--- src/rtl/swsh_pkg.sv ---
`timescale 1ns / 1ps
`default_nettype none
package swsh_pkg;

    // Square root: 22 bit radicand, 11 bit root, one root bit per cell
    localparam int RAD_W  = 22;
    localparam int ROOT_W = 11;
    localparam int SREM_W = 12;

    // Normal division: 11 bit magnitude times 2^14 over the radius
    localparam int MAG_W  = 11;
    localparam int DREM_W = 11;
    localparam int QUO_W  = 15;

    // CORDIC datapath and angle widths, pi = 65536
    localparam int CRD_W  = 24;
    localparam int ANG_W  = 18;
    localparam int AOUT_W = 17;
    localparam int ATAN_W = 15;

    localparam logic [ATAN_W-1:0] ATAN_TABLE [24] = '{
        15'd16384, 15'd9672, 15'd5110, 15'd2594, 15'd1302, 15'd652, 15'd326, 15'd163,
        15'd81, 15'd41, 15'd20, 15'd10, 15'd5, 15'd3, 15'd1, 15'd1,
        15'd0, 15'd0, 15'd0, 15'd0, 15'd0, 15'd0, 15'd0, 15'd0
    };

    typedef enum logic [2:0] {
        CFG_CENTER_X     = 3'd0,
        CFG_CENTER_Y     = 3'd1,
        CFG_RADIUS       = 3'd2,
        CFG_LIGHT_X      = 3'd3,
        CFG_LIGHT_Y      = 3'd4,
        CFG_LIGHT_Z      = 3'd5,
        CFG_FRAME_WIDTH  = 3'd6,
        CFG_FRAME_HEIGHT = 3'd7
    } cfg_index_t;

    typedef enum logic {
        FUNC_STORE  = 1'b0,
        FUNC_RENDER = 1'b1
    } func_t;

endpackage
`default_nettype wire

--- src/rtl/swsh_div_cell.sv ---
`timescale 1ns / 1ps
`default_nettype none
// One restoring division step per lane: shift in one dividend bit, decide one quotient bit.
module swsh_div_cell
    import swsh_pkg::*;
#(
    parameter int LANES  = 3,
    parameter int SIDE_W = 8
) (
    input  wire logic                          aclk,
    input  wire logic                          aresetn,
    input  wire logic                          en,
    input  wire logic [MAG_W-1:0]              divisor,
    input  wire logic                          in_valid,
    input  wire logic [SIDE_W-1:0]             in_side,
    input  wire logic [LANES-1:0][DREM_W-1:0]  in_rem,
    input  wire logic [LANES-1:0][QUO_W-1:0]   in_bits,
    input  wire logic [LANES-1:0][QUO_W-1:0]   in_quo,
    output logic                               out_valid,
    output logic [SIDE_W-1:0]                  out_side,
    output logic [LANES-1:0][DREM_W-1:0]       out_rem,
    output logic [LANES-1:0][QUO_W-1:0]        out_bits,
    output logic [LANES-1:0][QUO_W-1:0]        out_quo
);

    localparam int CUR_W = DREM_W + 1;

    logic                          valid_reg;
    logic [SIDE_W-1:0]             side_reg;
    logic [LANES-1:0][DREM_W-1:0]  rem_reg, rem_next;
    logic [LANES-1:0][QUO_W-1:0]   bits_reg, bits_next;
    logic [LANES-1:0][QUO_W-1:0]   quo_reg, quo_next;
    logic [LANES-1:0][CUR_W-1:0]   cur;
    logic [CUR_W-1:0]              dvs;
    logic [LANES-1:0]              ge;

    always_comb begin
        dvs = CUR_W'(divisor);
        for (int l = 0; l < LANES; l++) begin
            cur[l]       = {in_rem[l], in_bits[l][QUO_W-1]};
            ge[l]        = (cur[l] >= dvs);
            rem_next[l]  = ge[l] ? DREM_W'(cur[l] - dvs) : DREM_W'(cur[l]);
            quo_next[l]  = {in_quo[l][QUO_W-2:0], ge[l]};
            bits_next[l] = {in_bits[l][QUO_W-2:0], 1'b0};
        end
    end

    always_ff @(posedge aclk) begin
        if (!aresetn) begin
            valid_reg <= 1'b0;
        end else if (en) begin
            valid_reg <= in_valid;
        end
    end

    always_ff @(posedge aclk) begin
        if (en) begin
            side_reg <= in_side;
            rem_reg  <= rem_next;
            bits_reg <= bits_next;
            quo_reg  <= quo_next;
        end
    end

    assign out_valid = valid_reg;
    assign out_side  = side_reg;
    assign out_rem   = rem_reg;
    assign out_bits  = bits_reg;
    assign out_quo   = quo_reg;

endmodule
`default_nettype wire
--- config.mk ---
export PLATFORM = sky130hd
export DESIGN_NAME = swsh_div_cell
export DESIGN_NICKNAME = d
export VERILOG_FILES = /design/src/rtl/swsh_pkg.sv /design/src/rtl/swsh_div_cell.sv
export SDC_FILE = /design/constraint.sdc
export NUM_CORES = 1
export LEC_CHECK = 0
export BUFFER_PORTS_ARGS = -buffer_cell sky130_fd_sc_hd__buf_2
export CAP_MARGIN = 20
export CORE_MARGIN = 2
export CORE_UTILIZATION = 47
export CTS_CLUSTER_DIAMETER = 30
export DETAILED_ROUTE_END_ITERATION = 16
export PLACE_DENSITY_LB_ADDON = 0.25
export SLEW_MARGIN = 20
export SYNTH_ARGS = -nofsm -noshare
export SYNTH_HDL_FRONTEND = slang
export SYNTH_SLANG_ARGS = --single-unit
--- constraint.sdc ---
create_clock -name aclk -period 2.9 [get_ports aclk]
set_clock_uncertainty 0.15 [all_clocks]
set_input_delay 0.29 -clock aclk [delete_from_list [all_inputs] [get_ports aclk]]
set_output_delay 0.29 -clock aclk [all_outputs]
set_load 0.05 [all_outputs]
Word level (Yosys, flattened, before mapping). Index checks and enable logic that the tools add are counted.

Register bits after elaboration: 129. Output and inout port bits: 132.

Add/subtract/negate cells: 3. Order comparisons: 3. Muxes and demuxes: 3.

Operator list (count): $ge A12 B11 Y1 (3); $mux W11 (3); $sub A11 B11 Y11 (3).

Logic depth before layout (Yosys ltp). Gate-level depths: netlist of the first run.

Depth in word-level cells: 2. Mapped depth: 10.

Least setup slack after synthesis of the first run. OpenSTA, ideal clock, no wires.

Path kind: in2reg. Start: in in_bits[44] (netlist bit). End: reg rem_reg (netlist bit out_rem[25]), data pin. Arrival: 2.201 ns. Required time: 2.490 ns. Setup slack: 0.288 ns. Stages on the path: 10. Path through: inv_1 ha_1 fa_1 nand2b_1 a21oi_2 a41o_1 a21oi_2 o31ai_4 buf_12 mux2_4.

RTL lines: from (decl) (line swsh_div_cell.sv:17) `input wire logic [LANES-1:0][QUO_W-1:0] in_bits,`; to (signal assigned) (line swsh_div_cell.sv:59) `rem_reg <= rem_next;`; to (decl) (line swsh_div_cell.sv:30) `logic [LANES-1:0][DREM_W-1:0] rem_reg, rem_next;`.

==> impl_metrics.yaml, run 1 <==
run_status:
  status: "complete, no violations"
cts:
  postCtsHoldBufs: 94
  insertion_delay_ps: 400
  cts_buffer_depth: 2
  cts_root_buf: "clkbuf_16"
  cts_tree: "done"
  clock_sinks: 129
  h-tree-depth: 4
  path_clk_slew_ps: 60
  cts_resized: 0
  post-cts-setup-buffer-count: 0
  numCtsBuffers: 17
routing:
  ant_nets: 0
  wl_met2_um: 8971
  wl_per_cell_um: 17.90
  num_vias: 4614
  dr_wl_met3_um: 1057
  drc: 0
  drt_pre_antenna_iters: 4
  highest_layer: "met4"
  drt-total-wl_um: 16850
  drt-met1-wl_um: 6286
  drtIter0Drc: 285
  vias_per_cell: 4.903
timing:
  clock.fmax_mhz: 422.2
  holdWs_ps: 34.13
  min_period_over_period: 0.8168
  finalMaxSlewViolations: 0
  min_period_ps: 2369
  final.setup.tns_ps: 0
  rsz0062_at_grt: "false"
  setup_viol: 0
  hold_viol_final: 0
run:
  max_cap_viol_count: 0
critical_path:
  slowest_stage: "fa_1"
  arrival_ps: 2380
  max_stage_delay_ps: 400
  critPathMaxFanout: 8
  path_buf_inv: 2
  start_kind: "primary input"
  crit_path_frequent_cell: "a21oi_2"
  cp_top_family: "adder cells"
  required_ps: 2910
  crit_type: "primary input to flip-flop"
  end_kind: "flip-flop"
  worstPathCellList: "buf_2 -> ha_1 -> fa_1 -> nand2b_1 -> a21oi_2 -> a41o_1 -> a21oi_2 -> o31ai_4 -> buf_4 -> mux2_2"
place:
  dp_hpwl_um: 11140
  gp_congestion: 0.9015
  dp.cells: 815
  port_buffers: 271
  dpl_cell_area_sq_um: 7460
global_routing:
  overflow: 0
  antenna_found_initial: 0
  grtUsageTotal: 0.2479
  grt_start_max_net_pins: 50
  grt_pass1_vias: 4669
  grt_pass1_wl_um: 24220
power:
  peakVddDrop_mv: 0.3921
  power_density_nw_per_um2: 673.8
  p_sw_frac: 0.3154
  power_frac_seq: 0.383
  p_leak_nw: 4.020
  p_comb_frac: 0.265
  pwr-share-clk: 0.352
  p_int_w: 0.004148
  switching_power_w: 0.001911
layout:
  diodes: 0
  utilization: 0.7455
  finalNonFillerCells: 941
  area_growth_pct: 53.96
  fill_cells: 790
  drive_gt1_frac: 0.4360
  fin_nets: 942
  final_area_sq_um: 8992
synthesis:
  avgSynthCellArea_sq_um: 15.83
  synth_mux_area_frac: 0.06855
  syn_inst: 369
  async_flop_share: 0
  synth_xor_area_frac: 0.03599
  synth-main-ff-cell: "edfxtp_1"
  synth_most_common_cell: "edfxtp_1"
  synth_top_family_by_area: "compound AO/OA/AOI/OAI gates"
  yosysUniqueCellTypes: 49
  synth-simple-area-share: 0.03728
  synthAdderAreaFrac: 0.08098
  netlist.area_leader.share: 0.6581
  synth_compound_gate_area_share: 0.09233
  synth_edf_count: 128
  netlist_area_sq_um: 5841
  synth_area_leaders: "edfxtp_1, ha_1, xnor2_1, mux2_1, a21oi_1"
  yosys-top-cells-count: "edfxtp_1, ha_1, a21oi_1"
  synth_top_area_cell: "edfxtp_1"
  yosysWarningCount: 0
  ys_ff_latch: 129
  ys_seq_area_frac: 0.6615
floorplan:
  coreArea_sq_um: 12060
  dieWidth_um: 115.5
  io_pins: 278
  initial_utilization: 0.4842
  rows: 40
  die_h_um: 115.5
  dieArea_sq_um: 13330
worst_hold_path:
  hold_path_class: "primary input to flip-flop"
## final cells by class
class                           count  area (sq um)  area share
Clock buffer                       18         429.2     0.04773
Clock inverter                     14         162.7     0.01809
Tap cell                          168         210.2     0.02338
Sequential cell                   129          3864      0.4297
Multi-Input combinational cell    218          1852      0.2059
Inverter                           18         67.56    0.007514
Timing Repair Buffer              376          2407      0.2677
## final timing paths
check	startpoint	to	slack [ps]	cells after the start
worst max-delay path	divisor[0]	out_rem[24]	530	10
worst min-delay path	in_rem[19]	out_rem[20]	30	2
worst max register to register	out_valid	out_valid	1610	3
worst min register to register	out_valid	out_valid	920	3
## cell families (layout without fill, tap and decap cells)
kind of cell,count (synthesis),after routing
AO/OA/AOI/OAI,75,75
XOR/XNOR,24,24
adder cells (fa/ha/maj),36,36
buffers and inverters,24,426
flip-flops,129,129
multiplexers,34,34
other,1,3
AND/OR/NAND/NOR,46,46
## flip-flops by register name (all words and copies together) (netlist names)
register,count
out_valid,1
out_rem,33
out_side,8
out_bits,42
out_quo,45
## routing by layer
| metal | vias up | track usage |
|---|---|---|
| li1 | 2206 | - |
| met1 | 2188 | 0.2665 |
| met2 | 184 | 0.4534 |
| met3 | 36 | 0.06276 |
| met4 | 0 | 0.1197 |
| met5 | - | 0 |
## cell usage in the layout, fill, tap and decap left out, drive strengths merged, types with 4 or more instances in the layout
master,Yosys,layout
dlygate4sd3,0,94
a21o,7,7
inv,18,20
a21oi,27,27
nand2b,5,5
edfxtp,128,128
nand2,12,12
nor3,4,4
buf,6,282
nor2b,5,5
clkinv,0,8
mux2i,7,7
o21ai,12,12
xor2,5,5
nor2,16,16
mux2,27,27
o21a,4,4
a41o,4,4
xnor2,19,19
clkbuf,0,18
ha,33,33
## through the flow
step | total power, W | setup WS (ps)
floorplan | 0.003437 | 288.4
global placement | 0.003818 | 136.8
detailed placement | 0.003844 | 117.2
CTS | 0.006072 | 547.1
global route | 0.006278 | 423.3
finish | 0.006059 | 531.3
## power groups by stage
stage | sequential (W) | combinational (W) | clock (W)
2_1_floorplan | 0.00302 | 0.000421 | 0
3_3_place_gp | 0.00235 | 0.00147 | 0
3_5_place_dp | 0.00235 | 0.00149 | 0
4_1_cts | 0.00232 | 0.00160 | 0.00216
5_1_grt | 0.00234 | 0.00169 | 0.00225
6_report | 0.00232 | 0.00160 | 0.00213
Note: power is estimated with default switching activity, not from simulation.
==> inputs of run 2 (changes only) <==
Clock period 2.9 ns to 2.4 ns, I/O delays scaled along.
==> run 2 against run 1 <==
  * First-iteration DRC count fell by 16%
  * Sequential power rose by 21%
  * Sequential cell count did not move
  * Combinational power rose by 30%
==> impl_metrics.yaml, run 2 (synthesized netlist as in run 1, its figures left out) <==
routing:
  drt_pre_antenna_iters: 4
  drc: 0
  wl_per_cell_um: 17.85
  num_vias: 4816
  ant_nets: 0
  drtIter0Drc: 238
  vias_per_cell: 4.874
  drt-total-wl_um: 17640
layout:
  final_area_sq_um: 9533
  drive_gt1_frac: 0.4707
  utilization: 0.7904
  diodes: 0
  final_common_cell: "buf_2"
  mostFrequentLayoutCells: "buf_2, edfxtp_1, dlygate4sd3_1, buf_4, ha_1"
  fin_nets: 989
  fill_cells: 735
  finalNonFillerCells: 988
  area_growth_pct: 63.22
  largest_register_ffs: 45
critical_path:
  path_buf_inv: 2
  critPathMaxFanout: 3
  end_kind: "flip-flop"
  slowest_stage: "dlygate4sd3_1"
  start_kind: "primary input"
  reg2reg_from: "out_valid"
  crit_type: "primary input to flip-flop"
  critical_path.startpoint: "in_rem[27]"
  max_stage_delay_ps: 570
  r2r_slack_ps: 1060
  cp_top_family: "buffers and inverters"
  arrival_ps: 2370
  required_ps: 2410
  worstPathCellList: "dlygate4sd3_1 -> buf_2 -> ha_1 -> a2111o_1 -> o21ai_2 -> o21ai_0 -> xor2_1 -> mux2_4"
global_routing:
  grt_pass1_wl_um: 25720
  grt_pass1_vias: 4982
  grt_start_max_net_pins: 45
  grtUsageTotal: 0.2619
  antenna_found_initial: 0
  overflow: 0
timing:
  clock.fmax_mhz: 423.8
  setup_viol: 0
  finalMaxSlewViolations: 0
  min_period_over_period: 0.9831
  hold_viol_final: 0
  min_period_ps: 2360
power:
  fin_total_pwr_w: 0.007354
  p_leak_nw: 4.268
  peakVddDrop_mv: 0.4508
  power_density_nw_per_um2: 771.5
floorplan:
  coreArea_sq_um: 12060
  rows: 40
  dieWidth_um: 115.5
  io_pins: 278
  dieArea_sq_um: 13330
  initial_utilization: 0.4842
  die_h_um: 115.5
worst_hold_path:
  hold_path_class: "primary input to flip-flop"
  hp-start: "in_rem[12]"
place:
  dpl_cell_area_sq_um: 7781
  gp_congestion: 0.8386
  dp_hpwl_um: 11510
  port_buffers: 271
  dp.cells: 841
cts:
  cts_buffer_depth: 2
  insertion_delay_ps: 410
  path_clk_slew_ps: 60
  cts_tree: "done"
  clock_sinks: 129
  cts_root_buf: "clkbuf_16"
  numCtsBuffers: 17
  h-tree-depth: 4
run:
  max_cap_viol_count: 0
run_status:
  status: "complete, no violations"
-- run 2: cell count changes in the layout (fill, tap and decap cells not counted), sizes merged --
cell / change
bufinv: -1
clkinv: -1
dlygate4sd3: +21
clkinvlp: +3
buf: +26
clkbuf: -1
-- run 2: cell type report --
class	instances	area [sq um]	share of cell area
sequential	129	3864	0.4053
timing repair buffer	423	2825	0.2964
inverter	18	85.08	0.008925
multi-input combinational	218	1982	0.2079
tap	168	210.2	0.02205
clock inverter	15	141.4	0.01483
clock buffer	17	425.4	0.04463
-- run 2: per-stage QoR --
| stage | hold WS [ps] | worst slack, ps | TNS, ps |
|---|---|---|---|
| floorplan | 188.9 | -21.51 | -150.6 |
| global placement | 266.7 | -189.8 | -3527 |
| detailed placement | 268.1 | -225.8 | -4387 |
| CTS | 0.3785 | 32.92 | 0 |
| global route | 5.017 | -15.55 | -29.96 |
| finish | 19.03 | 40.46 | 0 |
-- run 2: power by group --
group	switching (W)	leakage [nW]	total (W)	internal (W)
combinational	0.00134	2.74	0.00208	0.000745
sequential	0.0000618	1.26	0.00281	0.00275
clock	0.000944	0.266	0.00246	0.00151
-- run 2: routing by layer --
layer	GRT usage	vias to the layer above	wire length, um
met4	0.1237	0	647
met5	0	-	0
li1	-	2299	-
met3	0.05962	46	1169
met1	0.2723	2264	6267
met2	0.4959	207	9553
-- run 2: worst paths after layout --
path	to	cells past startpoint
setup reg to reg	out_valid	3
setup / recovery	out_rem[31]	8
hold / removal	out_rem[13]	2
hold reg to reg	out_valid	3
-- run 2: what timing repair did --
action                                  in CTS  in global routing
setup buffers                                0                  0
endpoints found under the hold margin      114                  0
endpoints found under the setup margin       0                 29
resized for setup                            0                  9
hold buffers                               115                  0
