**src/rtl/swsh_pkg.sv**
```systemverilog
`timescale 1ns / 1ps
`default_nettype none
package swsh_pkg;

    // Square root: 22 bit radicand, 11 bit root, one root bit per cell
    localparam int RAD_W  = 22;
    localparam int ROOT_W = 11;
    localparam int SREM_W = 12;

    // Normal division: 11 bit magnitude times 2^14 over the radius
    localparam int MAG_W  = 11;
    localparam int DREM_W = 11;
    localparam int QUO_W  = 15;

    // CORDIC datapath and angle widths, pi = 65536
    localparam int CRD_W  = 24;
    localparam int ANG_W  = 18;
    localparam int AOUT_W = 17;
    localparam int ATAN_W = 15;

    localparam logic [ATAN_W-1:0] ATAN_TABLE [24] = '{
        15'd16384, 15'd9672, 15'd5110, 15'd2594, 15'd1302, 15'd652, 15'd326, 15'd163,
        15'd81, 15'd41, 15'd20, 15'd10, 15'd5, 15'd3, 15'd1, 15'd1,
        15'd0, 15'd0, 15'd0, 15'd0, 15'd0, 15'd0, 15'd0, 15'd0
    };

    typedef enum logic [2:0] {
        CFG_CENTER_X     = 3'd0,
        CFG_CENTER_Y     = 3'd1,
        CFG_RADIUS       = 3'd2,
        CFG_LIGHT_X      = 3'd3,
        CFG_LIGHT_Y      = 3'd4,
        CFG_LIGHT_Z      = 3'd5,
        CFG_FRAME_WIDTH  = 3'd6,
        CFG_FRAME_HEIGHT = 3'd7
    } cfg_index_t;

    typedef enum logic {
        FUNC_STORE  = 1'b0,
        FUNC_RENDER = 1'b1
    } func_t;

endpackage
`default_nettype wire

```
**src/rtl/swsh_cordic_cell.sv**
```systemverilog
`timescale 1ns / 1ps
`default_nettype none
// One CORDIC vectoring step per lane: rotate towards y = 0, accumulate the angle.
module swsh_cordic_cell
    import swsh_pkg::*;
#(
    parameter int LANES  = 2,
    parameter int SIDE_W = 8,
    parameter int STEP   = 0
) (
    input  wire logic                         aclk,
    input  wire logic                         aresetn,
    input  wire logic                         en,
    input  wire logic                         in_valid,
    input  wire logic [SIDE_W-1:0]            in_side,
    input  wire logic [LANES-1:0][CRD_W-1:0]  in_x,
    input  wire logic [LANES-1:0][CRD_W-1:0]  in_y,
    input  wire logic [LANES-1:0][ANG_W-1:0]  in_ang,
    output logic                              out_valid,
    output logic [SIDE_W-1:0]                 out_side,
    output logic [LANES-1:0][CRD_W-1:0]       out_x,
    output logic [LANES-1:0][CRD_W-1:0]       out_y,
    output logic [LANES-1:0][ANG_W-1:0]       out_ang
);

    localparam logic [ANG_W-1:0] ATAN = ANG_W'(ATAN_TABLE[STEP]);

    logic                          valid_reg;
    logic [SIDE_W-1:0]             side_reg;
    logic [LANES-1:0][CRD_W-1:0]   x_reg, x_next;
    logic [LANES-1:0][CRD_W-1:0]   y_reg, y_next;
    logic [LANES-1:0][ANG_W-1:0]   ang_reg, ang_next;
    logic [LANES-1:0][CRD_W-1:0]   xs;
    logic [LANES-1:0][CRD_W-1:0]   ys;

    always_comb begin
        for (int l = 0; l < LANES; l++) begin
            xs[l] = CRD_W'($signed(in_x[l]) >>> STEP);
            ys[l] = CRD_W'($signed(in_y[l]) >>> STEP);
            if (!in_y[l][CRD_W-1]) begin
                x_next[l]   = in_x[l] + ys[l];
                y_next[l]   = in_y[l] - xs[l];
                ang_next[l] = in_ang[l] + ATAN;
            end else begin
                x_next[l]   = in_x[l] - ys[l];
                y_next[l]   = in_y[l] + xs[l];
                ang_next[l] = in_ang[l] - ATAN;
            end
        end
    end

    always_ff @(posedge aclk) begin
        if (!aresetn) begin
            valid_reg <= 1'b0;
        end else if (en) begin
            valid_reg <= in_valid;
        end
    end

    always_ff @(posedge aclk) begin
        if (en) begin
            side_reg <= in_side;
            x_reg    <= x_next;
            y_reg    <= y_next;
            ang_reg  <= ang_next;
        end
    end

    assign out_valid = valid_reg;
    assign out_side  = side_reg;
    assign out_x     = x_reg;
    assign out_y     = y_reg;
    assign out_ang   = ang_reg;

endmodule
`default_nettype wire

```
**config.mk**
```make
export PLATFORM = sky130hd
export DESIGN_NAME = swsh_cordic_cell
export DESIGN_NICKNAME = d
export VERILOG_FILES = /design/src/rtl/swsh_pkg.sv /design/src/rtl/swsh_cordic_cell.sv
export SDC_FILE = /design/constraint.sdc
export NUM_CORES = 1
export LEC_CHECK = 0
export ABC_AREA = 1
export BUFFER_PORTS_ARGS = -buffer_cell sky130_fd_sc_hd__buf_4
export CORE_MARGIN = 2
export CORE_UTILIZATION = 35
export CTS_BUF_LIST = sky130_fd_sc_hd__clkbuf_4 sky130_fd_sc_hd__clkbuf_8
export DETAILED_ROUTE_END_ITERATION = 8
export HOLD_SLACK_MARGIN = 0.06
export SYNTH_ARGS = -nofsm -noshare
export SYNTH_HDL_FRONTEND = slang
export SYNTH_SLANG_ARGS = --single-unit
```
**constraint.sdc**
```tcl
create_clock -name aclk -period 4.95 [get_ports aclk]
set_input_delay 0.495 -clock aclk [delete_from_list [all_inputs] [get_ports aclk]]
set_output_delay 0.495 -clock aclk [all_outputs]
set_load 0.005 [all_outputs]
```
Yosys cells after proc, flatten, opt, wreduce, memory -nomap -nowiden

Index checks and enable logic that the tools add are counted.

Flip-flop bits (word level): 141
Memory bits (read-only): 0
Latch bits: 0
Memories: 0
Bits in writable memories: 0
Output and inout bits: 141
Bits of input ports: 144
Logic and storage cells: 24

Bitwise logic cells: 0
Divide/modulo/power cells: 0
Mux-type cells: 6
Shifts and indexed selects: 0
Multiply operators: 0
Magnitude comparators: 0
Add/sub/neg operators: 10
Reduce and logical (&&, ||, !) cells: 0
Equal/unequal tests: 0

Operators by type and width:

| operator               | number |
|---|---|
| $mux 24                | 4 |
| $sub 24x24->24         | 4 |
| $add 24x24->24         | 2 |
| $add 18x15->18 const B | 2 |
| $mux 18                | 2 |
| $sub 18x15->18 const B | 2 |

Depth between registers and ports, before layout

Gate-level depths: netlist of the first run.

Depth in word-level cells: 2
Gate-level depth with buffers: 16

Least setup slack after synthesis of the first run

OpenSTA, ideal clock, no wires.

Path type: input-to-reg
Start: input port in_y[24] (netlist name)
End: register y_reg, in the netlist out_y[40] (data pin)
Setup slack: 2.836 ns
Stages: 11
Arrival time: 1.860 ns
Data required time: 4.696 ns
Buffers on the path: 0
Cells stage by stage: inv_1 -> ha_1 -> fa_1 -> o21ai_0 -> nand2_1 -> nand2_1 -> nand2_1 -> nand2_1 -> nand2_1 -> nand3_1 -> nand2_1

RTL lines:

| what                 | RTL line               | text |
|---|---|---|
| start, declared      | swsh_cordic_cell.sv:17 | `input wire logic [LANES-1:0][CRD_W-1:0] in_y,` |
| end signal, assigned | swsh_cordic_cell.sv:64 | `y_reg <= y_next;` |
| end, declared        | swsh_cordic_cell.sv:31 | `logic [LANES-1:0][CRD_W-1:0] y_reg, y_next;` |

==> results of run 1 <==
-- cell usage after synthesis, drive strengths merged, types with 8 or more instances --
library cell	instances	area [um^2]
ha	149	1864
nand4	40	250.2
fa	8	160.2
o21bai	14	105.1
nor2	182	708.2
xor2	28	245.2
buf	48	274.0
nand3	212	1061
clkbuf	15	56.30
a21oi	111	559.3
o21ai	72	360.3
inv	430	1614
edfxtp	138	4144
nand2	796	2993
nor3	12	75.07
-- flip-flops by register name, indices dropped and copies added, names as in the netlist --
name and count:
out_y 48, out_valid 1, out_ang 36, out_side 8, out_x 46
-- per-layer routing --
metal,GRT usage (%),part of all wire [%],vias up
met5,0,0,-
li1,-,-,7683
met1,29.22,43,7162
met4,9.187,3.1,0
met2,40.56,48,560
met3,4.055,6.2,77
-- cell families after synthesis --
logic type	count (synthesis)	share of synthesized area (%)
and+or+nand+nor	1254	34.98
buffers and inverters	495	13.21
AOI/OAI and AO/OA	217	7.894
adders and majority gates	157	13.70
DFF	139	28.19
xor gates and xnor gates	34	2.016
-- where the power goes --
part / total, mW / internal (mW) / switching [mW]
clock network: 0.950 / 0.405 / 0.545
logic: 1.67 / 0.624 / 1.05
registers: 1.54 / 1.48 / 0.0547
total: 4.16 / 2.51 / 1.65
-- stage by stage --
stage	hold slack [ps]	setup WS, ps	std cells	util, %
after floorplan	524.8	2836	2296	-
after global placement	538.5	2050	3062	41.42
after detailed placement	565.9	2054	3062	41.42
after CTS	105.7	2641	3093	42.31
after global routing	117.1	2518	3093	42.31
final	149.6	2564	3093	42.31
-- final timing paths --
kind	to	slack, ps	cells after the start
hold / removal	out_ang[18]	150	1
setup / recovery	out_y[40]	2560	11
hold reg to reg	out_valid	590	2
setup reg to reg	out_valid	4260	2
-- cell type report --
cell class | count | area (um^2)
inverter | 432 | 1622
multi-input combinational | 1662 | 8656
fill | 4461 | 24090
clock inverter | 14 | 136.4
clock buffer | 17 | 234.0
timing repair buffer | 290 | 2181
sequential | 139 | 4164
tap | 539 | 674.4
-- worst register-to-register path, stage by stage, from the launching register on --
cell and delay (ps):
dfxtp_1 330, o21ai_0 180, a21oi_1 50
==> results.yml, run 1 <==
run_status:
  status: "complete, no violations"
floorplanning:
  die_h_um: 209.4
  io_pins: 285
  core_area_um2: 41760
  die_area_um2: 43860
  rows: 75
  die_x_um: 209.4
  start_util_pct: 35.37
synth:
  synth_ff_type: "edfxtp_1"
  yosysSeqAreaShare_pct: 28.19
  syn-num-nets: 2597
  syn_area_um2: 14770
  ys_types: 38
  syn_area_per_cell_um2: 6.434
  syn_inst: 2296
  ys.warnings.count: 0
  synth-async-reset-ratio_pct: 0
  ys_seq_elements: 139
  synth-edff-count: 138
clock_tree:
  clk_pin_slew_ps: 90
  cts_hold_buf: 0
  cts-htree-levels: 4
  cts_root_buffer: "clkbuf_8"
  numCtsBuffers: 17
  ctsResizeCount: 0
  cts_tree: "yes"
  insertion_delay_ps: 510
  clock_sinks: 139
  clk_path_buf_depth: 2
  post_cts_buffers: 0
route:
  vias: 15480
  wire_per_inst_um: 16.81
  route.detailed.drc: 0
  viasPerCell: 5.005
  wirelength_um: 52000
  initialDrtViolationCount: 1213
  postRouteAntennaNets: 0
  dr.pass1.iters: 6
layout:
  antenna_cells: 0
  mostFrequentLayoutCells: "794 x nand2_1, 428 x inv_1, 289 x buf_4"
  final_common_cell: "nand2_1"
  drive_above_1_share_pct: 13.27
  syn_to_final_growth_pct: 19.60
  layout.cell_area.non_filler_um2: 17670
  nNetsFinal: 2843
pwr:
  cellLeakagePower_nw: 9.638
  power.total_mw: 4.161
  ir_worst_vdd_v: 0.0001378
  power_density_nw_per_um2: 235.5
worst_hold_path:
  min_path_type: "in -> reg"
  hp-start: "in_ang[18]"
placement:
  io_buffers: 284
  dpl-instance-area_um2: 17300
  gp_congestion: 0.9818
  dp_hpwl_um: 42890
timing:
  setup-violations-final: 0
  period_share_pct: 48.21
  fin_skew_ps: 0
  min_period_ps: 2386
  fmax_mhz: 419.0
  fin_tns_setup_ps: 0
  worst_pin_slew_ps: 835.0
  slew_viol_final: 0
  relSlewSlack_pct: 43.74
  hold_violations: 0
  rsz0062_at_grt: "no"
critical_path:
  r2r_start: "out_valid"
  max_stage_delay_ps: 700
  cp-startpoint: "in_x[24]"
  path_common_cell: "nand2_1"
  start_kind: "input pin"
  cp_max_fo: 4
  path_cells: "buf_4 > ha_1 > fa_1 > o21ai_0 > nand2_1 > nand2_1 > nand2_1 > nand2_1 > nand2_1 > nand3_1 > nand2_1"
  arrival_ps: 2670
  cp.required_ps: 5230
  endpoint_kind: "flip-flop"
  crit_family: "compound AO/OA/AOI/OAI gates"
  setup.worst_path.class: "in -> reg"
  crit_path_top_delay_cell: "o21ai_0"
  path_buf_inv: 1
global_routing:
  grt_pass1_vias: 14780
  grt_pass1_wl_um: 79290
  grt_usage_pct: 23.51
  grt-ovfl-total: 0
  grt_max_degree: 54
  antenna_found_initial: 0
flow_run:
  drv_cap: 0
Power figures use the tool's default switching activity.
==> inputs of run 2 (changes only) <==
==> constraint.sdc (replaced) <==
create_clock -name aclk -period 2.5 [get_ports aclk]
set_input_delay 0.25 -clock aclk [delete_from_list [all_inputs] [get_ports aclk]]
set_output_delay 0.25 -clock aclk [all_outputs]
set_load 0.005 [all_outputs]
==> run 2 against run 1 <==
Global-route usage increased by 2.5 points. Die area unchanged. Final area up 5.2%. Routed wire length increased by 9.0%. Via count increased by 2.1%. Count of clock-buffer cells in the layout is the same. Highest routed layer unchanged. Clock power grew 100%. Critical endpoint is now out_y[42].
==> results.yml, run 2 (synthesis results as in run 1) <==
route:
  initialDrtViolationCount: 1184
  viasPerCell: 4.944
  route.detailed.drc: 0
  dr.pass1.iters: 6
  wirelength_um: 56700
  vias: 15800
  postRouteAntennaNets: 0
  wire_per_inst_um: 17.74
floorplanning:
  rows: 75
  die_area_um2: 43860
  core_area_um2: 41760
  die_x_um: 209.4
  start_util_pct: 35.37
  io_pins: 285
  die_h_um: 209.4
layout:
  layout.cell_area.non_filler_um2: 18580
  multi_input_area_um2: 8656
  antenna_cells: 0
  finalNonFillerCells: 3196
  final_common_cell: "nand2_1"
  drive_above_1_share_pct: 14.98
  mostFrequentLayoutCells: "794 x nand2_1, 428 x inv_1, 347 x buf_4"
  largest_reg_flops: 48
  syn_to_final_growth_pct: 25.78
  seq_area_um2: 4164
  post-route-util_pct: 44.49
  nFillCells: 4334
  nNetsFinal: 2947
pwr:
  cellLeakagePower_nw: 10.11
  power.total_mw: 8.553
  power_density_nw_per_um2: 460.3
  ir_worst_vdd_v: 0.0002069
clock_tree:
  insertion_delay_ps: 540
  cts_root_buffer: "clkbuf_8"
  cts-htree-levels: 4
  clock_sinks: 139
  cts_tree: "yes"
  ctsResizeCount: 0
  clk_pin_slew_ps: 80
  numCtsBuffers: 17
  post_cts_buffers: 0
  cts_hold_buf: 45
  clk_path_buf_depth: 2
global_routing:
  grt_max_degree: 59
  grt_pass1_vias: 15440
  grt-ovfl-total: 0
  antenna_found_initial: 0
  grt_pass1_wl_um: 86530
  grt_usage_pct: 26.00
placement:
  dp_hpwl_um: 47690
  io_buffers: 284
  gp_congestion: 0.9539
  dpl-instance-area_um2: 17750
  place_ws_ps: 29.27
  dpl.cell_count: 3121
timing:
  worst_pin_slew_ps: 780.7
  setup_ws_ps: 205.9
  slew_viol_final: 0
  fmax_mhz: 435.9
  min_period_ps: 2294
  hold_slack_ps: 118.3
  fin_skew_ps: 0
  hold_violations: 0
  period_share_pct: 91.76
  fin_tns_setup_ps: 0
  relSlewSlack_pct: 47.40
  rsz0062_at_grt: "no"
  setup-violations-final: 0
flow_run:
  drv_cap: 0
critical_path:
  crit_path_top_delay_cell: "dlygate4sd3_1"
  cp.required_ps: 2810
  setup.worst_path.class: "in -> reg"
  path_common_cell: "nand2_1"
  start_kind: "input pin"
  cp_max_fo: 4
  arrival_ps: 2600
  endpoint_kind: "flip-flop"
  path_cells: "dlygate4sd3_1 > buf_4 > ha_1 > fa_1 > nand2_1 > nand2_1 > nand3_1 > nand2_1 > nand2_1 > nand2_1 > nand2_1 > nand3_1 > nand3_1 > nand2_1"
  max_stage_delay_ps: 530
run_status:
  status: "complete, no violations"
worst_hold_path:
  min_path_type: "in -> reg"
## run 2: changes by cell type in the layout (fill, tap and decap cells not counted)
cell           change
buf_4             +58
buf_12             +1
inv_8              -1
clkinvlp_4         +3
bufinv_16          +1
clkinv_1           -1
dlygate4sd3_1     +45
clkinv_2           +1
inv_6              -3
clkinv_4           -1
## run 2: final cells by class
class | instances | area share, %
inverters | 432 | 8.727
clock buffers | 17 | 1.259
clock inverters | 13 | 0.7744
multi-input cells | 1662 | 46.59
well taps | 539 | 3.630
flip-flops and latches | 139 | 22.41
repair buffers | 394 | 16.61
## run 2: path summary, 6_finish.rpt
path / start / to / slack (ps) / depth (start not counted)
worst max-delay path: in_y[24] / out_y[42] / 210 / 14
worst min-delay path: in_ang[17] / out_ang[17] / 120 / 3
worst max register to register: out_valid / out_valid / 1310 / 3
worst min register to register: out_valid / out_valid / 1100 / 3
## run 2: report_power, final
| group | switching (mW) | total, mW | internal, mW |
|---|---|---|---|
| Sequential | 0.109 | 3.04 | 2.93 |
| Combinational | 2.17 | 3.57 | 1.40 |
| Clock | 1.07 | 1.94 | 0.878 |
## run 2: per-layer routing
layer  GRT usage, %  share of wire (%)
met2          45.66                 49
met3          4.190                5.5
met1          32.75                 43
met5              0                  0
met4          7.833                2.3
## run 2: critical path: cells and delay by family
family	cells	cell delay, ps
simple gates	10	1030
buf+inv	2	670
fa+ha+maj	2	630
