--- src/rtl/swsh_pkg.sv ---
`timescale 1ns / 1ps
`default_nettype none
package swsh_pkg;

    // Square root: 22 bit radicand, 11 bit root, one root bit per cell
    localparam int RAD_W  = 22;
    localparam int ROOT_W = 11;
    localparam int SREM_W = 12;

    // Normal division: 11 bit magnitude times 2^14 over the radius
    localparam int MAG_W  = 11;
    localparam int DREM_W = 11;
    localparam int QUO_W  = 15;

    // CORDIC datapath and angle widths, pi = 65536
    localparam int CRD_W  = 24;
    localparam int ANG_W  = 18;
    localparam int AOUT_W = 17;
    localparam int ATAN_W = 15;

    localparam logic [ATAN_W-1:0] ATAN_TABLE [24] = '{
        15'd16384, 15'd9672, 15'd5110, 15'd2594, 15'd1302, 15'd652, 15'd326, 15'd163,
        15'd81, 15'd41, 15'd20, 15'd10, 15'd5, 15'd3, 15'd1, 15'd1,
        15'd0, 15'd0, 15'd0, 15'd0, 15'd0, 15'd0, 15'd0, 15'd0
    };

    typedef enum logic [2:0] {
        CFG_CENTER_X     = 3'd0,
        CFG_CENTER_Y     = 3'd1,
        CFG_RADIUS       = 3'd2,
        CFG_LIGHT_X      = 3'd3,
        CFG_LIGHT_Y      = 3'd4,
        CFG_LIGHT_Z      = 3'd5,
        CFG_FRAME_WIDTH  = 3'd6,
        CFG_FRAME_HEIGHT = 3'd7
    } cfg_index_t;

    typedef enum logic {
        FUNC_STORE  = 1'b0,
        FUNC_RENDER = 1'b1
    } func_t;

endpackage
`default_nettype wire

--- src/rtl/swsh_sqrt_cell.sv ---
`timescale 1ns / 1ps
`default_nettype none
// One restoring square-root step per lane: take two radicand bits, decide one root bit.
module swsh_sqrt_cell
    import swsh_pkg::*;
#(
    parameter int LANES  = 2,
    parameter int SIDE_W = 8
) (
    input  wire logic                          aclk,
    input  wire logic                          aresetn,
    input  wire logic                          en,
    input  wire logic                          in_valid,
    input  wire logic [SIDE_W-1:0]             in_side,
    input  wire logic [LANES-1:0][RAD_W-1:0]   in_rad,
    input  wire logic [LANES-1:0][SREM_W-1:0]  in_rem,
    input  wire logic [LANES-1:0][ROOT_W-1:0]  in_root,
    output logic                               out_valid,
    output logic [SIDE_W-1:0]                  out_side,
    output logic [LANES-1:0][RAD_W-1:0]        out_rad,
    output logic [LANES-1:0][SREM_W-1:0]       out_rem,
    output logic [LANES-1:0][ROOT_W-1:0]       out_root
);

    localparam int CUR_W = SREM_W + 2;

    logic                          valid_reg;
    logic [SIDE_W-1:0]             side_reg;
    logic [LANES-1:0][RAD_W-1:0]   rad_reg, rad_next;
    logic [LANES-1:0][SREM_W-1:0]  rem_reg, rem_next;
    logic [LANES-1:0][ROOT_W-1:0]  root_reg, root_next;
    logic [LANES-1:0][CUR_W-1:0]   cur;
    logic [LANES-1:0][CUR_W-1:0]   trial;
    logic [LANES-1:0]              ge;

    always_comb begin
        for (int l = 0; l < LANES; l++) begin
            cur[l]       = {in_rem[l], in_rad[l][RAD_W-1 -: 2]};
            trial[l]     = CUR_W'({in_root[l], 2'b01});
            ge[l]        = (cur[l] >= trial[l]);
            rem_next[l]  = ge[l] ? SREM_W'(cur[l] - trial[l]) : SREM_W'(cur[l]);
            root_next[l] = {in_root[l][ROOT_W-2:0], ge[l]};
            rad_next[l]  = {in_rad[l][RAD_W-3:0], 2'b00};
        end
    end

    always_ff @(posedge aclk) begin
        if (!aresetn) begin
            valid_reg <= 1'b0;
        end else if (en) begin
            valid_reg <= in_valid;
        end
    end

    always_ff @(posedge aclk) begin
        if (en) begin
            side_reg <= in_side;
            rad_reg  <= rad_next;
            rem_reg  <= rem_next;
            root_reg <= root_next;
        end
    end

    assign out_valid = valid_reg;
    assign out_side  = side_reg;
    assign out_rad   = rad_reg;
    assign out_rem   = rem_reg;
    assign out_root  = root_reg;

endmodule
`default_nettype wire

--- config.mk ---
export PLATFORM = sky130hd
export DESIGN_NAME = swsh_sqrt_cell
export DESIGN_NICKNAME = d
export VERILOG_FILES = /design/src/rtl/swsh_pkg.sv /design/src/rtl/swsh_sqrt_cell.sv
export SDC_FILE = /design/constraint.sdc
export NUM_CORES = 1
export LEC_CHECK = 0
export BUFFER_PORTS_ARGS = -buffer_cell sky130_fd_sc_hd__buf_2
export CAP_MARGIN = 40
export CORE_MARGIN = 2
export CORE_UTILIZATION = 45
export CTS_CLUSTER_SIZE = 25
export DETAILED_ROUTE_END_ITERATION = 10
export PLACE_DENSITY_LB_ADDON = 0.05
export RECOVER_POWER = 25
export SLEW_MARGIN = 0
export SYNTH_ARGS = -nofsm -noshare
export SYNTH_HDL_FRONTEND = slang
export SYNTH_SLANG_ARGS = --single-unit
--- constraint.sdc ---
create_clock -name aclk -period 3.8 [get_ports aclk]
set_input_delay 0.57 -clock aclk [delete_from_list [all_inputs] [get_ports aclk]]
set_output_delay 0.57 -clock aclk [all_outputs]
set_load 0.01 [all_outputs]
* Word-level counts from Yosys, hierarchy flattened
Cells that the tools add are included.
Word-level totals: register bits after elaboration 95, latch bits 0, RAM bits 0, memory bits (read-only) 0, input port bits 102, output and inout port bits 99, word-level logic and storage cells 14, memories 0
Cells by class: $add $sub $neg 2, $mul 0, div/mod/pow operators 0, magnitude comparators 2, eq/ne operators 0, shift operators 0, mux-type cells 2, bitwise logic cells 0, reduce and logical (&&, ||, !) cells 0
Operator list (number):
- $ge 14x13->1 | 2
- $mux 12 | 2
- $sub 12x12->12 | 2

* Depth between registers and ports, before layout
Gate-level depths: netlist of run 1.
depth after elaboration 2, mapped depth 9, gate-level depth less buffers 8

* Least setup slack after synthesis of run 1
No wires, ideal clock.
path kind in2reg, start input in_root[11] (netlist bit), end register rem_reg, in the netlist out_rem[16] (data pin), library setup time 260 ps, arrival 2306 ps, data required time 3540 ps, path slack 1234 ps, cell stages on the path 9, buffers on the path 1, path through inv_1 > ha_1 > nor2b_1 > o31a_1 > o21ai_2 > a31oi_1 > a211o_1 > buf_6 > mux2_4
RTL lines:
- start: declaration | RTL line swsh_sqrt_cell.sv:17 | input wire logic [LANES-1:0][ROOT_W-1:0] in_root,
- end signal: assignment | RTL line swsh_sqrt_cell.sv:59 | rem_reg <= rem_next;
- end: declaration | RTL line swsh_sqrt_cell.sv:30 | logic [LANES-1:0][SREM_W-1:0] rem_reg, rem_next;

==> run summary, run 1 <==
clk buf depth = 2
final period utilization = 0.6743
number of H-tree levels = 3
worst-case clock skew = 0 ns
mean post-synth cell area = 14.46 um^2
via count = 3073
Commonest cells post-synth = 94 x edfxtp_1, 30 x inv_1, 26 x ha_1
initial antenna violation count = 0
global-route wire length before repair = 13910 um
Vias/cell = 4.794
Residual DRC = 0
root buffer cell = clkbuf_8
CP startpoint kind = input port
Seq cells post-synth = 95
DRT Wirelength = 9688 um
routability congestion estimate = 0.7908
Synth Flop Type = edfxtp_1
global-route usage over all layers = 0.1752
die area = 10480 um^2
ys async rst share = 0
mapped cell area = 4353 um^2
leakage = 0.002544 uW
Max-Cap Viols = 1
HPWL Detailed = 7519 um
Tmin final = 2.562 ns
failing checks = max-capacitance violations, max-slew violations
worst vdd ir = 0.1864 mV
Cell Pwr Density = 428.7 nW/um^2
most frequent cell after synthesis = edfxtp_1
required time of the critical path = 3.90 ns
Hold WC Path Type = in2reg
initial core utilization = 0.4667
Die Wd = 102.4 um
Worst EP arrival = 2.67 ns
setup TNS = 0 ns
RSZ-0062 raised after global routing = false
CTS Buf Count = 9
largest net degree at the start of global routing = 66
drt initial violations = 124
status = finished, violations left
Post-Layout Cell Count = 641
number of fill cells = 810
Mapped Cells = 301
Initial DRT Pass Iterations = 5
Placed Cells = 625
critical path peak fanout = 13
Yosys top cell area share = 0.6485
main area contributors after synthesis = edfxtp_1 65%, ha_1 7.5%, mux2_2 3.4%
ANT nets after route = 0
share of layout cells above drive strength 1 = 0.4453
CTS tree = yes
Critical Path End Type = register
cts hold-fix bufs = 0
Max Freq = 0.3903 GHz
standard-cell rows = 35
max-slew violations = 66
final net count = 635
number of global-route vias before repair = 2821
PortBufs = 196
die span in y = 102.4 um
post_cts resized = 0
setup repair bufs after CTS = 0
n_diodes = 0
worst slew pin tran = 1.659 ns
core area = 9328 um^2
Rel. slew slack = -0.1060
CTS sink cnt = 95
Clk pin slew, worst setup/hold paths = 0.10 ns
WL per Instance = 15.11 um
io pins = 201
Layout area overhead = 29.66%
Crit Path Category = in2reg
Yosys Warn Count = 0
Final Setup Violations = 0
post-synth top area cell = edfxtp_1
post-synth cell types = 39
total power = 2420 uW
Post-synth EDFFs = 94
gr ovfl total = 0
Core Util, Final = 0.6051
Fin. Hold Viols = 0
Seq/Total Area, Yosys = 0.6531
insertion delay to the later sink of the worst-skew pair = 0.36 ns
## state kept, by name (all words and copies together) (netlist names)
name,count
out_root,22
out_rad,40
out_rem,24
out_side,8
out_valid,1
## worst max-delay path, stage by stage
cell and delay [ns]:
buf_2 0.11, ha_1 0.34, nor2b_1 0.16, o31a_1 0.27, o21ai_2 0.16, a31oi_1 0.11, a211o_1 0.56, mux2_4 0.40
## layout by cell type, fill, tap and decap left out, drive strengths merged, types with 6 or more instances in the layout
cell type / n
buf: 186
xor2: 7
edfxtp: 94
inv: 34
clkbuf: 22
xnor2: 12
nand2: 13
o21ai: 10
ha: 26
a21oi: 16
nand3: 6
nor2: 13
mux2: 20
## per-stage QoR
step	setup WS [ns]	cell area, um^2	hold slack [ns]
2_1_floorplan	1.234	4364	0.5383
3_3_place_gp	0.8977	5475	0.4975
3_5_place_dp	0.8560	5475	0.5095
4_1_cts	1.243	5660	0.3631
5_1_grt	1.120	5644	0.3530
6_report	1.238	5644	0.3812
## report_power, final
part           total, uW  leakage, uW  switching, uW  internal (uW)
registers           1300     0.000929           22.5           1280
logic                494      0.00152            261            233
clock network        628    0.0000953            373            255
total               2420      0.00254            656           1760
## logic make-up after synthesis
group / after synthesis / synth area share
buf+inv: 36 / 0.03708
flops: 95 / 0.6531
other cells: 1 / 0.0008615
mux: 23 / 0.06467
fa+ha+maj: 26 / 0.07473
simple gates: 52 / 0.05777
xor+xnor: 19 / 0.03823
compound gates: 49 / 0.07359
## worst paths after layout
| kind | start | endpoint | slack, ns | cells after the start |
|---|---|---|---|---|
| setup reg to reg | out_valid | out_valid | 3.19 | 2 |
| hold / removal | in_rad[39] | out_rad[41] | 0.38 | 1 |
| setup / recovery | in_rem[12] | out_rem[16] | 1.24 | 8 |
| hold reg to reg | out_valid | out_valid | 0.53 | 2 |
## final cells by class
cell class | instances | area (um^2) | share of cell area
timing repair buffer | 198 | 982.2 | 0.1740
tap | 129 | 161.4 | 0.02860
inverter | 30 | 112.6 | 0.01995
clock inverter | 6 | 57.56 | 0.01020
multi-input combinational | 173 | 1360 | 0.2410
sequential | 95 | 2843 | 0.5037
clock buffer | 10 | 127.6 | 0.02261
## per-layer routing
| metal | GRT usage | vias up | routed length (um) |
|---|---|---|---|
| met5 | 0 | - | 0 |
| met4 | 0.04923 | 0 | 114 |
| met3 | 0.05267 | 12 | 788 |
| met2 | 0.2955 | 133 | 4681 |
| met1 | 0.2203 | 1415 | 4103 |
| li1 | - | 1513 | - |
Note: power is estimated with default switching activity, not from simulation.
==> run 2: changes to the inputs <==
--- a/config.mk
+++ b/config.mk
@@ -8,7 +8,7 @@
 export BUFFER_PORTS_ARGS = -buffer_cell sky130_fd_sc_hd__buf_2
 export CAP_MARGIN = 40
 export CORE_MARGIN = 2
-export CORE_UTILIZATION = 45
+export CORE_UTILIZATION = 42
 export CTS_CLUSTER_SIZE = 25
 export DETAILED_ROUTE_END_ITERATION = 10
 export PLACE_DENSITY_LB_ADDON = 0.05
==> constraint.sdc (replaced) <==
create_clock -name aclk -period 2.14 [get_ports aclk]
set_input_delay 0.321 -clock aclk [delete_from_list [all_inputs] [get_ports aclk]]
set_output_delay 0.321 -clock aclk [all_outputs]
set_load 0.01 [all_outputs]
==> run 2 against run 1 <==
  * The run now ends clean
  * Total power increased by 91%
  * Sequential power grew 78%
  * Critical path depth grew 2
  * Register-to-register slack got worse by 1.7 ns
  * Final cell count is 8.0% higher
  * Hold slack worse by 0.26 ns
  * Sequential share of layout area shrank 4.0 points
  * Non-clock buffer count grew 44
  * Via count is 6.0% higher
  * First-iteration DRC count increased by 18%
  * Global-route usage is 0.96 points higher
  * Clock power up 110%
  * Highest routed layer unchanged
==> run summary, run 2 (same netlist as run 1, synthesis figures left out) <==
worst slew pin tran = 1.399 ns (-0.2596 ns)
Rel. slew slack = 0.06700 (+0.1731)
register area = 2843 um^2 (unchanged)
final period utilization = 0.9305
slowest CP cell = mux2_4
commonest non-fill, non-tap cell in the layout = buf_2
Worst EP arrival = 2.10 ns (-0.57 ns)
max reg flops = 40 (unchanged)
cts hold-fix bufs = 0 (unchanged)
share of layout cells above drive strength 1 = 0.4982 (+0.05289)
largest net degree at the start of global routing = 42 (-36%)
CTS tree = yes
number of fill cells = 880 (+8.6%)
final net count = 679 (+6.9%)
drt initial violations = 146 (+18%)
routability congestion estimate = 0.8244 (+4.2%)
HPWL Detailed = 8287 um (+10%)
CTS Buf Count = 9 (unchanged)
Final Setup Violations = 0 (unchanged)
Initial DRT Pass Iterations = 4 (-1)
total power = 4621 uW (+91%)
Clk pin slew, worst setup/hold paths = 0.10 ns (about the same)
crit-path cells = clkbuf_1 > inv_4 > ha_4 > nor2b_4 > o31a_1 > o21ai_2 > a31oi_1 > a211o_1 > buf_4 > mux2_4
DRT Wirelength = 10350 um (+6.9%)
Die Wd = 105.8 um (+3.4%)
die span in y = 105.8 um (+3.4%)
status = finished, final reports clean
n_diodes = 0 (unchanged)
initial core utilization = 0.4274 (-0.03927)
CTS sink cnt = 95 (unchanged)
Max-Cap Viols = 0 (-1)
number of H-tree levels = 3 (unchanged)
Post-Layout Cell Count = 692 (+8.0%)
Layout area overhead = 40.85%
io pins = 201 (unchanged)
Buf/Inv on CP = 3 (+2)
Vias/cell = 4.705 (-1.9%)
root buffer cell = clkbuf_8
worst-case clock skew = 0 ns (unchanged)
Residual DRC = 0 (unchanged)
die area = 11190 um^2 (+6.9%)
most frequent cells in the layout = 182 x buf_2, 94 x edfxtp_1, 43 x buf_4
global-route wire length before repair = 15810 um (+14%)
Crit path max-delay family = compound AO/OA/AOI/OAI gates
Critical Path End Type = register
setup TNS = 0 ns (unchanged)
Cell Pwr Density = 753.8 nW/um^2 (+76%)
CP startpoint kind = input port
leakage = 0.002787 uW (+9.5%)
clk buf depth = 2 (unchanged)
critical path peak fanout = 6 (-7)
ANT nets after route = 0 (unchanged)
Multi-input gate area = 1438 um^2 (+5.7%)
gr ovfl total = 0 (unchanged)
via count = 3256 (+6.0%)
worst vdd ir = 0.3038 mV (+63%)
Tmin final = 1.991 ns
Placed Cells = 676 (+8.2%)
number of global-route vias before repair = 3148 (+12%)
global-route usage over all layers = 0.1849 (+0.009641)
post_cts resized = 0 (unchanged)
Worst path max stage delay = 0.30 ns (-0.26 ns)
Max Freq = 0.5022 GHz
insertion delay to the later sink of the worst-skew pair = 0.36 ns (about the same)
Hold WC Path Type = in2reg
Fin. Hold Viols = 0 (unchanged)
standard-cell rows = 37 (+5.7%)
RSZ-0062 raised after global routing = false
setup repair bufs after CTS = 0 (unchanged)
initial antenna violation count = 0 (unchanged)
core area = 10180 um^2 (+9.2%)
required time of the critical path = 2.25 ns (-1.65 ns)
PortBufs = 196 (unchanged)
Crit Path Category = in2reg
WL per Instance = 14.96 um (-1.0%)
max-slew violations = 0 (-100%)
-- run 2: cell count changes in the layout (fill, tap and decap cells not counted), sizes merged --
cell | previous run | this run
buf | 186 | 228
bufinv | 0 | 2
clkbuf | 22 | 24
inv | 34 | 32
-- run 2: where the power goes --
part	internal, uW	switching, uW
clock network	667	634
registers	2260	43.5
logic	518	496
-- run 2: per-stage QoR --
stage	hold slack (ns)	worst slack, ns	cell area [um^2]	util
floorplan	0.4199	-0.009715	4448	-
global placement	0.4947	-0.1465	5932	0.5824
detailed placement	0.4993	-0.1847	5932	0.5824
CTS	0.1116	0.2003	6151	0.6039
global route	0.09709	0.07359	6131	0.6020
finish	0.1254	0.1488	6131	0.6020
-- run 2: worst paths after layout --
kind / start / end / slack, ns / cells after the start
worst min register to register: out_valid / out_valid / 0.55 / 2
worst max-delay path: in_root[11] / out_rem[16] / 0.15 / 10
worst max register to register: out_valid / out_valid / 1.51 / 2
worst min-delay path: in_rad[22] / out_rad[24] / 0.13 / 1
-- run 2: metal layers --
metal / global-route usage / vias up / wire [um] / share of wire
li1: - / 1610 / - / -
met5: 0 / - / 0 / 0
met4: 0.05357 / 0 / 87 / 0.0084
met3: 0.07359 / 8 / 970 / 0.094
met2: 0.3097 / 124 / 5049 / 0.49
met1: 0.2204 / 1514 / 4245 / 0.41
-- run 2: cell type report --
cell class / instances / area share
Sequential cell: 95 / 0.4637
Timing Repair Buffer: 242 / 0.2196
Multi-Input combinational cell: 173 / 0.2345
Inverter: 30 / 0.01878
Clock buffer: 10 / 0.02082
Clock inverter: 6 / 0.01490
Tap cell: 136 / 0.02776
